## config.mk

```make
export PLATFORM = sky130hd
export DESIGN_NAME = mpfa_back
export DESIGN_NICKNAME = d
export VERILOG_FILES = /design/src/rtl/core/mpfa_pkg.sv /design/src/rtl/core/mpfa_div.sv /design/src/rtl/core/mpfa_back.sv
export SDC_FILE = /design/constraint.sdc
export NUM_CORES = 1
export LEC_CHECK = 0
export ABC_CLOCK_PERIOD_IN_PS = 18750
export BUFFER_PORTS_ARGS = -buffer_cell sky130_fd_sc_hd__buf_2
export CORE_MARGIN = 4
export CORE_UTILIZATION = 55
export DETAILED_ROUTE_END_ITERATION = 10
export PLACE_DENSITY = 0.77
export SLEW_MARGIN = 40
export SYNTH_ARGS = -nofsm -noshare
export SYNTH_HDL_FRONTEND = slang
export SYNTH_HIERARCHICAL = 1
export SYNTH_SLANG_ARGS = --single-unit
```

## constraint.sdc

```tcl
create_clock -name i_clk -period 18.75 [get_ports i_clk]
set_input_delay 1.875 -clock i_clk [delete_from_list [all_inputs] [get_ports i_clk]]
set_output_delay 1.875 -clock i_clk [all_outputs]
set_load 0.03 [all_outputs]
```

## src/rtl/core/mpfa_pkg.sv

```systemverilog
// Shared types and constants for the multi-period frame averager.
`timescale 1ns / 1ps
`default_nettype none
package mpfa_pkg;
    localparam int FRAC_BITS = 8;
    localparam int REP_W = 24;

    typedef enum logic [2:0] {
        REG_SLOTS  = 3'd0,
        REG_PER0   = 3'd1,
        REG_PER1   = 3'd2,
        REG_PER2   = 3'd3,
        REG_PER3   = 3'd4,
        REG_PIXELS = 3'd5
    } t_reg_idx;

    typedef enum logic [1:0] {
        ST_IDLE = 2'd0,
        ST_PEAK = 2'd1,
        ST_MEAN = 2'd2,
        ST_EMIT = 2'd3
    } t_div_state;
endpackage
`default_nettype wire

```

## src/rtl/core/mpfa_div.sv

```systemverilog
// Restoring divider: one quotient bit per cycle, quotient clipped to the report range.
`timescale 1ns / 1ps
`default_nettype none
module mpfa_div
    import mpfa_pkg::*;
#(
    parameter int NUM_W = 64,
    parameter int DEN_W = 32
) (
    input  wire logic               i_clk,
    input  wire logic               i_rst_n,
    input  wire logic               i_start,
    input  wire logic [NUM_W-1:0]   i_num,
    input  wire logic [DEN_W-1:0]   i_den,
    output logic                    o_done,
    output logic [REP_W-1:0]        o_quo
);
    localparam int CW = $clog2(NUM_W + 1);
    logic [NUM_W-1:0] r_num, n_num;
    logic [NUM_W-1:0] r_quo, n_quo;
    logic [DEN_W:0]   r_rem, n_rem;
    logic [DEN_W-1:0] r_den;
    logic [CW-1:0]    r_cnt, n_cnt;
    logic             r_busy, n_busy, r_done, n_done;
    logic [DEN_W:0]   w_sh;

    always_comb begin
        w_sh   = {r_rem[DEN_W-1:0], r_num[NUM_W-1]};
        n_num  = r_num;
        n_quo  = r_quo;
        n_rem  = r_rem;
        n_cnt  = r_cnt;
        n_busy = r_busy;
        n_done = 1'b0;
        if (i_start) begin
            n_num  = i_num;
            n_quo  = '0;
            n_rem  = '0;
            n_cnt  = CW'(NUM_W);
            n_busy = 1'b1;
        end else if (r_busy) begin
            n_num = {r_num[NUM_W-2:0], 1'b0};
            if (w_sh >= {1'b0, r_den}) begin
                n_rem = w_sh - {1'b0, r_den};
                n_quo = {r_quo[NUM_W-2:0], 1'b1};
            end else begin
                n_rem = w_sh;
                n_quo = {r_quo[NUM_W-2:0], 1'b0};
            end
            n_cnt = r_cnt - 1'b1;
            if (r_cnt == CW'(1)) begin
                n_busy = 1'b0;
                n_done = 1'b1;
            end
        end
    end

    always_ff @(posedge i_clk) begin
        if (!i_rst_n) begin
            r_busy <= 1'b0;
            r_done <= 1'b0;
            r_cnt  <= '0;
        end else begin
            r_busy <= n_busy;
            r_done <= n_done;
            r_cnt  <= n_cnt;
        end
        r_num <= n_num;
        r_quo <= n_quo;
        r_rem <= n_rem;
        if (i_start) r_den <= i_den;
    end

    assign o_done = r_done;
    assign o_quo  = (|r_quo[NUM_W-1:REP_W]) ? {REP_W{1'b1}} : r_quo[REP_W-1:0];
endmodule
`default_nettype wire

```

## src/rtl/core/mpfa_back.sv

```systemverilog
// Report back end: divides peak and total per completing slot and presents reports.
`timescale 1ns / 1ps
`default_nettype none
module mpfa_back
    import mpfa_pkg::*;
#(
    parameter int NUM_SLOTS = 4,
    parameter int SUM_W = 26,
    parameter int TOT_W = 56,
    parameter int PER_W = 11,
    parameter int NPX_W = 15
) (
    input  wire logic                     i_clk,
    input  wire logic                     i_rst_n,
    input  wire logic                     i_req_valid,
    output logic                          o_req_stall,
    input  wire logic [NUM_SLOTS-1:0]     i_req_mask,
    input  wire logic [NUM_SLOTS*SUM_W-1:0] i_req_peak,
    input  wire logic [NUM_SLOTS*TOT_W-1:0] i_req_total,
    input  wire logic [NUM_SLOTS*PER_W-1:0] i_req_period,
    input  wire logic [NPX_W-1:0]         i_req_npix,
    output logic                          o_valid,
    input  wire logic                     i_stall,
    output logic [1:0]                    o_slot_index,
    output logic [REP_W-1:0]              o_peak_average,
    output logic [REP_W-1:0]              o_mean_level,
    output logic                          o_last_of_run
);
    localparam int SW = (NUM_SLOTS > 1) ? $clog2(NUM_SLOTS) : 1;
    localparam int NUM_W = TOT_W + FRAC_BITS;
    localparam int DEN_W = PER_W + NPX_W;

    t_div_state r_st, n_st;
    logic [NUM_SLOTS-1:0] r_mask, n_mask;
    logic [NUM_SLOTS*SUM_W-1:0] r_peak;
    logic [NUM_SLOTS*TOT_W-1:0] r_tot;
    logic [NUM_SLOTS*PER_W-1:0] r_per;
    logic [NPX_W-1:0] r_npix;
    logic [SW-1:0] w_slot;
    logic [REP_W-1:0] r_pk_q;
    logic w_start;
    logic [NUM_W-1:0] w_num;
    logic [DEN_W-1:0] w_den;
    logic w_done;
    logic [REP_W-1:0] w_quo;
    logic [NUM_SLOTS-1:0] w_rest;
    logic [PER_W-1:0] w_per;
    logic [DEN_W-1:0] r_npp;

    always_comb begin
        w_slot = '0;
        for (int s = NUM_SLOTS - 1; s >= 0; s--)
            if (r_mask[s]) w_slot = SW'(s);
        w_rest = r_mask;
        w_rest[w_slot] = 1'b0;
        w_per = r_per[w_slot*PER_W +: PER_W];
    end

    // next state
    always_comb begin
        n_st = r_st;
        case (r_st)
            ST_IDLE: if (i_req_valid && |i_req_mask) n_st = ST_PEAK;
            ST_PEAK: if (w_done) n_st = ST_MEAN;
            ST_MEAN: if (w_done) n_st = ST_EMIT;
            ST_EMIT: if (!i_stall) n_st = (|w_rest) ? ST_PEAK : ST_IDLE;
            default: n_st = ST_IDLE;
        endcase
    end

    // outputs
    always_comb begin
        o_req_stall = (r_st != ST_IDLE);
        w_start = 1'b0;
        w_num = {{(NUM_W-SUM_W-FRAC_BITS){1'b0}}, r_peak[w_slot*SUM_W +: SUM_W],
                 {FRAC_BITS{1'b0}}};
        w_den = DEN_W'(w_per);
        n_mask = r_mask;
        case (r_st)
            ST_IDLE: begin
                n_mask = i_req_mask;
                w_start = i_req_valid && |i_req_mask;
                w_num = {{(NUM_W-SUM_W-FRAC_BITS){1'b0}},
                         i_req_peak[0 +: SUM_W], {FRAC_BITS{1'b0}}};
            end
            ST_PEAK: begin
                w_start = w_done;
                w_num = {r_tot[w_slot*TOT_W +: TOT_W], {FRAC_BITS{1'b0}}};
                w_den = r_npp;
            end
            ST_MEAN: ;
            ST_EMIT: begin
                if (!i_stall) begin
                    n_mask = w_rest;
                    w_start = |w_rest;
                end
            end
            default: ;
        endcase
    end

    // first divide in a run must use the first set slot of the incoming mask
    logic [SW-1:0] w_islot;
    logic [NUM_W-1:0] w_dnum;
    logic [DEN_W-1:0] w_dden;
    logic [NUM_SLOTS-1:0] w_rm;
    always_comb begin
        w_rm = w_rest;
        w_islot = '0;
        for (int s = NUM_SLOTS - 1; s >= 0; s--)
            if (i_req_mask[s]) w_islot = SW'(s);
        w_dnum = w_num;
        w_dden = w_den;
        if (r_st == ST_IDLE) begin
            w_dnum = {{(NUM_W-SUM_W-FRAC_BITS){1'b0}},
                      i_req_peak[w_islot*SUM_W +: SUM_W], {FRAC_BITS{1'b0}}};
            w_dden = DEN_W'(i_req_period[w_islot*PER_W +: PER_W]);
        end else if (r_st == ST_EMIT) begin
            // next slot after the one just emitted
            w_dnum = {{(NUM_W-SUM_W-FRAC_BITS){1'b0}}, r_peak[0 +: SUM_W],
                      {FRAC_BITS{1'b0}}};
            w_dden = DEN_W'(r_per[0 +: PER_W]);
            for (int s = NUM_SLOTS - 1; s >= 0; s--)
                if (w_rm[s]) begin
                    w_dnum = {{(NUM_W-SUM_W-FRAC_BITS){1'b0}},
                              r_peak[s*SUM_W +: SUM_W], {FRAC_BITS{1'b0}}};
                    w_dden = DEN_W'(r_per[s*PER_W +: PER_W]);
                end
        end
    end

    mpfa_div #(.NUM_W(NUM_W), .DEN_W(DEN_W)) u_div (
        .i_clk   (i_clk),
        .i_rst_n (i_rst_n),
        .i_start (w_start),
        .i_num   (w_dnum),
        .i_den   (w_dden),
        .o_done  (w_done),
        .o_quo   (w_quo)
    );

    always_ff @(posedge i_clk) begin
        if (!i_rst_n) begin
            r_st   <= ST_IDLE;
            r_mask <= '0;
        end else begin
            r_st   <= n_st;
            r_mask <= n_mask;
        end
        if (r_st == ST_IDLE && i_req_valid) begin
            r_peak <= i_req_peak;
            r_tot  <= i_req_total;
            r_per  <= i_req_period;
            r_npix <= i_req_npix;
        end
        if (r_st == ST_PEAK && w_done) r_pk_q <= w_quo;
        r_npp <= DEN_W'(w_per) * DEN_W'(r_npix);
        if (r_st == ST_MEAN && w_done) o_mean_level <= w_quo;
    end

    assign o_valid        = (r_st == ST_EMIT);
    assign o_slot_index   = 2'(w_slot);
    assign o_peak_average = r_pk_q;
    assign o_last_of_run  = ~|w_rest;
endmodule
`default_nettype wire

```

# Yosys cells after proc, flatten, opt, wreduce, memory -nomap -nowiden
# Index checks and enable logic that the tools add are counted.
# Widths: inputs -> output; s select.
word_totals:
  input_bits: 395
  out_inout_bits: 53
  word_cells: 108
  register_bits: 656
op_classes:
  n_eq_ne: 8
  order_cmp: 3
  reduce_logical: 17
  mul: 6
  muxes: 45
  bitwise_logic: 4
  n_addsub: 2
  shift: 5
ops:
  columns: ["operator", "count"]
  rows:
  - ["$mux 64", 8]
  - ["$shiftx 224x9->56", 1]
  - ["$shiftx 104x8->26", 2]
  - ["$mux 26", 6]
  - ["$shiftx 44x7->11", 2]
  - ["$reduce_or 40->1", 1]
  - ["$mux 34", 1]
  - ["$ge 27x26->1", 1]
  - ["$mul 11x15->26", 1]
  - ["$sub 26x26->26", 1]
  - ["$mul 2x4->6 const B", 4]
  - ["$mux 2", 12]
  - ["$mux 24", 1]
  - ["$mux 11", 2]
  - ["$mux 7", 2]
  - ["$mux 1", 8]
  - ["$pmux 2 s4", 1]
  - ["$pmux 4 s2", 1]
  - ["$reduce_or 4->1", 2]
  - ["$eq 7x1->1 const B", 1]
  - ["$sub 7x1->7 const B", 1]
  - ["$reduce_bool 2->1", 3]
  - ["$logic_and 1x1->1", 5]
  - ["$mul 2x3->5 const B", 1]
  - ["other kinds (18)", 22]

# Depth between registers and ports, before layout
depth:
  depth_word: 17
  ltp_mapped: 25
  ltp_nobuf: 22

# Cells and area by module
# The synthesis kept the hierarchy.
modules_own_cells:
  columns: ["mod", "seq_area_each_um2", "area_per_inst_um2", "cells_per_inst", "instances"]
  rows:
  - ["mpfa_back", 13703.1, 24865.1, 1892, 1]
  - ["mpfa_div", 4684.5, 8899.8, 791, 1]

# Least setup slack after synthesis
# No wires, ideal clock.
synth_path:
  kind: "input port to flip-flop"
  start: "input port i_req_valid"
  end: "register u_div.r_num[0], enable pin"
  n_path_buf: 2
  slack_ps: 3862
  setup_time_ps: 424
  required_time_ps: 18326
  arrival_ps: 14464
  cell_stages: 8
  path_cell_list: "and2_1 -> a21oi_1 -> o21a_1 -> nor2_1 -> clkbuf_1 -> inv_1 -> clkbuf_1 -> nand2_1"
synth_via:
  elab_chain_cells: 3
synth_lines:
  columns: ["item", "line", "text"]
  rows:
  - ["from (decl)", "mpfa_back.sv:15", "input wire logic i_req_valid,"]
  - ["$logic_and 1x1->1", "mpfa_back.sv:82", "w_start = i_req_valid && |i_req_mask;"]
  - ["$pmux 1 s3", "mpfa_back.sv:79", "case (r_st)"]
  - ["net w_start", "mpfa_back.sv:41", "logic w_start;"]
  - ["$reduce_bool 2->1 (no line)", null, null]
  - ["to (signal assigned)", "mpfa_div.sv:68", "r_num <= n_num;"]
  - ["to (decl)", "mpfa_div.sv:19", "logic [NUM_W-1:0] r_num, n_num;"]
# The timed path passes the listed nets, and every way through them passes these cells.
# A chain may end at the register's enable or synchronous reset.

# Worst setup path in the final report
layout_path:
  start: "register r_mask[1]"
  end: "register r_npp[25]"
layout_via:
  elab_chain_cells: 5
layout_lines:
  columns: ["item", "line", "text"]
  rows:
  - ["from (decl)", "mpfa_back.sv:34", "logic [NUM_SLOTS-1:0] r_mask, n_mask;"]
  - ["from (signal assigned)", "mpfa_back.sv:148", "r_mask <= n_mask;"]
  - ["$mux 2 (2 in a row)", "mpfa_back.sv:53", "if (r_mask[s]) w_slot = SW'(s);"]
  - ["$mul 2x4->6", "mpfa_back.sv:56", "w_per = r_per[w_slot*PER_W +: PER_W];"]
  - ["$shiftx 44x7->11", "mpfa_back.sv:56", null]
  - ["$mul 11x15->26", "mpfa_back.sv:157", "r_npp <= DEN_W'(w_per) * DEN_W'(r_npix);"]
  - ["to (signal assigned)", "mpfa_back.sv:157", null]
  - ["to (decl)", "mpfa_back.sv:48", "logic [DEN_W-1:0] r_npp;"]
# Every way passes these cells.

==> summary.md <==
| Metric | Value |
|---|---|
| Syn Area/Cell | `12.58 µm²` |
| Number of port buffers | `447` |
| Chip Width | `255.8 µm` |
| Top FF cell, synth | `edfxtp_1` |
| Multi-input logic area | `14010 µm²` |
| Synth async-reset ratio | `0%` |
| Crit Path Max Fanout | `23` |
| Area share of and/or/nand/nor cells after synthesis | `8.245%` |
| # fillers | `4418` |
| Post-synth cell types | `79` |
| # setup viols final | `0` |
| Vias in the first global route | `24230` |
| Final Max Tran Viols | `0` |
| Clk slew on worst S/H paths | `0.06 ns` |
| Status | `finished clean` |
| FF+latch count, synth | `656` |
| Layout Nets | `3692` |
| Area growth syn-to-layout | `15.95%` |
| Most frequent cells in the layout | `edfxtp_1, buf_2, inv_1` |
| CP endpoint kind | `register` |
| Post-route setup TNS | `0 ns` |
| Clock latency on the worst-skew pair | `0.63 ns` |
| Slew HR | `45.58%` |
| Share of cells above drive strength 1 | `23.41%` |
| WL final | `89.02 mm` |
| RSZ-0062 raised after global routing | `false` |
| Post-synthesis sequential area ratio | `54.46%` |
| # H-tree levels | `3` |
| Per-cell routed wire length | `22.57 µm` |
| Register area | `18390 µm²` |
| Detail Placement HPWL | `61.31 mm` |
| Post-Synth Adder-Cell Area | `10.56%` |
| Hold Crit Class | `register to register` |
| Number of synthesized flops with an enable pin | `525` |
| Global-route wire length before repair | `137.0 mm` |
| Post-CTS sizing | `0` |
| Placer congestion estimate | `0.8900` |
| Hold buffers post-CTS | `0` |
| CP Launch Type | `register` |
| CTS root buf | `clkbuf_16` |
| DRC Markers | `0` |
| DRT Pass-1 Iters | `6` |
| Site Rows | `90` |
| Clock buffer count from CTS | `70` |
| Total Routing Usage GR | `26.43%` |
| Final Critical Period | `6.818 ns` |
| WP data arrival | `7.35 ns` |
| Data required, critical path | `19.28 ns` |
| I/O Pins | `448` |
| MaxCap Viol Count | `0` |
| CTS Sinks | `656` |
| Initial Util | `55.73%` |
| Leading cell type in the layout, fill and taps excluded | `edfxtp_1` |
| Via density | `6.057` |
| CTS Buffer Depth | `3` |
| DRT iter0 DRCs | `2136` |
| XOR/XNOR Fraction of Synth Area | `1.193%` |
| Cell mode on critical path | `fa_1` |
| Mapped Cells | `2683` |
| Max stage delay on crit path | `0.69 ns` |
| GRT Residual Overflow | `0` |
| Final period utilization | `36.36%` |
| Multiplexer area fraction after synthesis | `9.987%` |
| Post-route ant nets | `0` |
| Setup Skew | `0.02798 ns` |
| Via Count | `23890` |
| Core Area | `60580 µm²` |
| Cell area after synthesis | `33760 µm²` |
| Worst-Margin Slew | `0.8152 ns` |
| CP Class | `register to register` |
| Main combinational cell family by area after synthesis | `compound AO/OA/AOI/OAI gates` |
| Largest net degree at the start of global routing | `178` |
| Synthesis warning total | `6` |
| Initial antenna violation count | `36` |
| Chip height | `255.8 µm` |
| CP cell instances | `inv_1 -> nand2_1 -> o22ai_1 -> a21oi_1 -> buf_4 -> nand2_1 -> fa_1 -> inv_1 -> fa_1 -> fa_1 -> fa_1 -> inv_1 -> fa_1 -> inv_1 -> ha_1 -> a21o_1 -> a311oi_1 -> o221a_2 -> a211oi_2 -> or4_1 -> o211ai_2` |
| Max frequency | `146.7 MHz` |
| Hold Violations, Final | `0` |
| CTS tree | `built` |
| Slowest CP cell | `dfxtp_2` |
| Die ar. | `65420 µm²` |
| Compound-Gate Fraction of Synth Area | `11.11%` |
| Post-CTS Setup Inserts | `0` |
layout make-up:
cell class                 count  share of cell area [%]
multi-input combinational   1674                   35.79
timing repair buffer         488                   6.779
clock inverter                34                   1.115
sequential                   656                   46.98
antenna                       26                  0.1662
tap                          782                   2.499
clock buffer                  91                   4.813
inverter                     193                   1.850
routing by layer:
| metal | vias up | global-route usage, % | part of all wire (%) |
|---|---|---|---|
| met5 | - | 0 | 0.17 |
| met2 | 1185 | 42.69 | 48 |
| met4 | 22 | 9.843 | 3.2 |
| li1 | 10730 | - | - |
| met3 | 191 | 6.144 | 9.2 |
| met1 | 11760 | 35.27 | 40 |
synthesized netlist by cell type (20+ instances only):
library cell  instances  area (µm²)
edfxtp_1            525       15770
inv_1               191       716.9
nor2_1              180       675.7
mux2i_1             149        1491
nand2_1             145       544.3
dfxtp_1             131        2623
fa_1                117        2342
a21oi_1             111       555.5
clkbuf_1            110       412.9
ha_1                 97        1214
o21ai_0              97       485.5
and2_1               95       594.3
mux2_2               68       765.7
a22oi_1              58       435.4
a211oi_1             39       292.8
mux4_2               37       833.3
xnor2_1              33       289.0
a222oi_1             30       300.3
nand2b_1             29       181.4
o211ai_1             28       210.2
buf_2                27       135.1
a32oi_1              26       227.7
o21ai_1              26       130.1
a21o_1               25       187.7
mux2_1               25       281.5
and3_1               21       131.4
o22ai_1              20       125.1
worst max-delay path, delay by kind of cell, from the launching register on:
| family | cells | cell delay (ns) |
|---|---|---|
| buffers and inverters | 5 | 0.82 |
| DFF | 1 | 0.69 |
| and+or+nand+nor | 3 | 1.00 |
| adders and majority gates | 6 | 2.92 |
| AOI/OAI and AO/OA | 7 | 1.30 |
path summary, 6_finish.rpt:
path / startpoint / endpoint / slack [ns] / cells after the start
hold reg to reg: u_div/r_quo[63] / u_div/r_quo[63] / 0.50 / 2
setup reg to reg: r_mask[1] / r_npp[25] / 11.93 / 21
setup / recovery: r_mask[1] / r_npp[25] / 11.93 / 21
hold / removal: u_div/r_quo[63] / u_div/r_quo[63] / 0.50 / 2
cells by family (layout without fill, tap and decap cells):
group                      Yosys count  in the layout
AOI/OAI and AO/OA                  554            554
xor gates and xnor gates            46             46
and+or+nand+nor                    572            572
DFF                                656            656
other                                1             34
buffers and inverters              360            806
muxes                              279            279
adders and majority gates          215            215
registers in the layout, summed over array words and instances (netlist names), 7 cells and up:
| signal | flops |
|---|---|
| r_npp | 26 |
| r_npix | 15 |
| o_peak_average | 24 |
| u_div/r_rem | 26 |
| u_div/r_quo | 64 |
| r_peak | 104 |
| o_mean_level | 24 |
| u_div/r_num | 64 |
| u_div/r_den | 26 |
| r_tot | 224 |
| u_div/r_cnt | 7 |
| r_per | 44 |
metrics by stage:
stage	std cells	area, µm²	setup WS (ns)	utilization [%]	hold WS, ns
6_report	3944	39150	11.93	64.62	0.4969
5_1_grt	3941	39140	11.55	64.61	0.5140
4_1_cts	3916	39020	11.89	64.40	0.5004
3_5_place_dp	3791	36700	11.94	60.57	0.4868
3_3_place_gp	3789	36620	11.65	60.44	0.4731
2_1_floorplan	2690	33790	3.862	-	0.4460
Power is not shown: default switching activity piles up to over one toggle a cycle in this logic, so the estimate is an artifact.
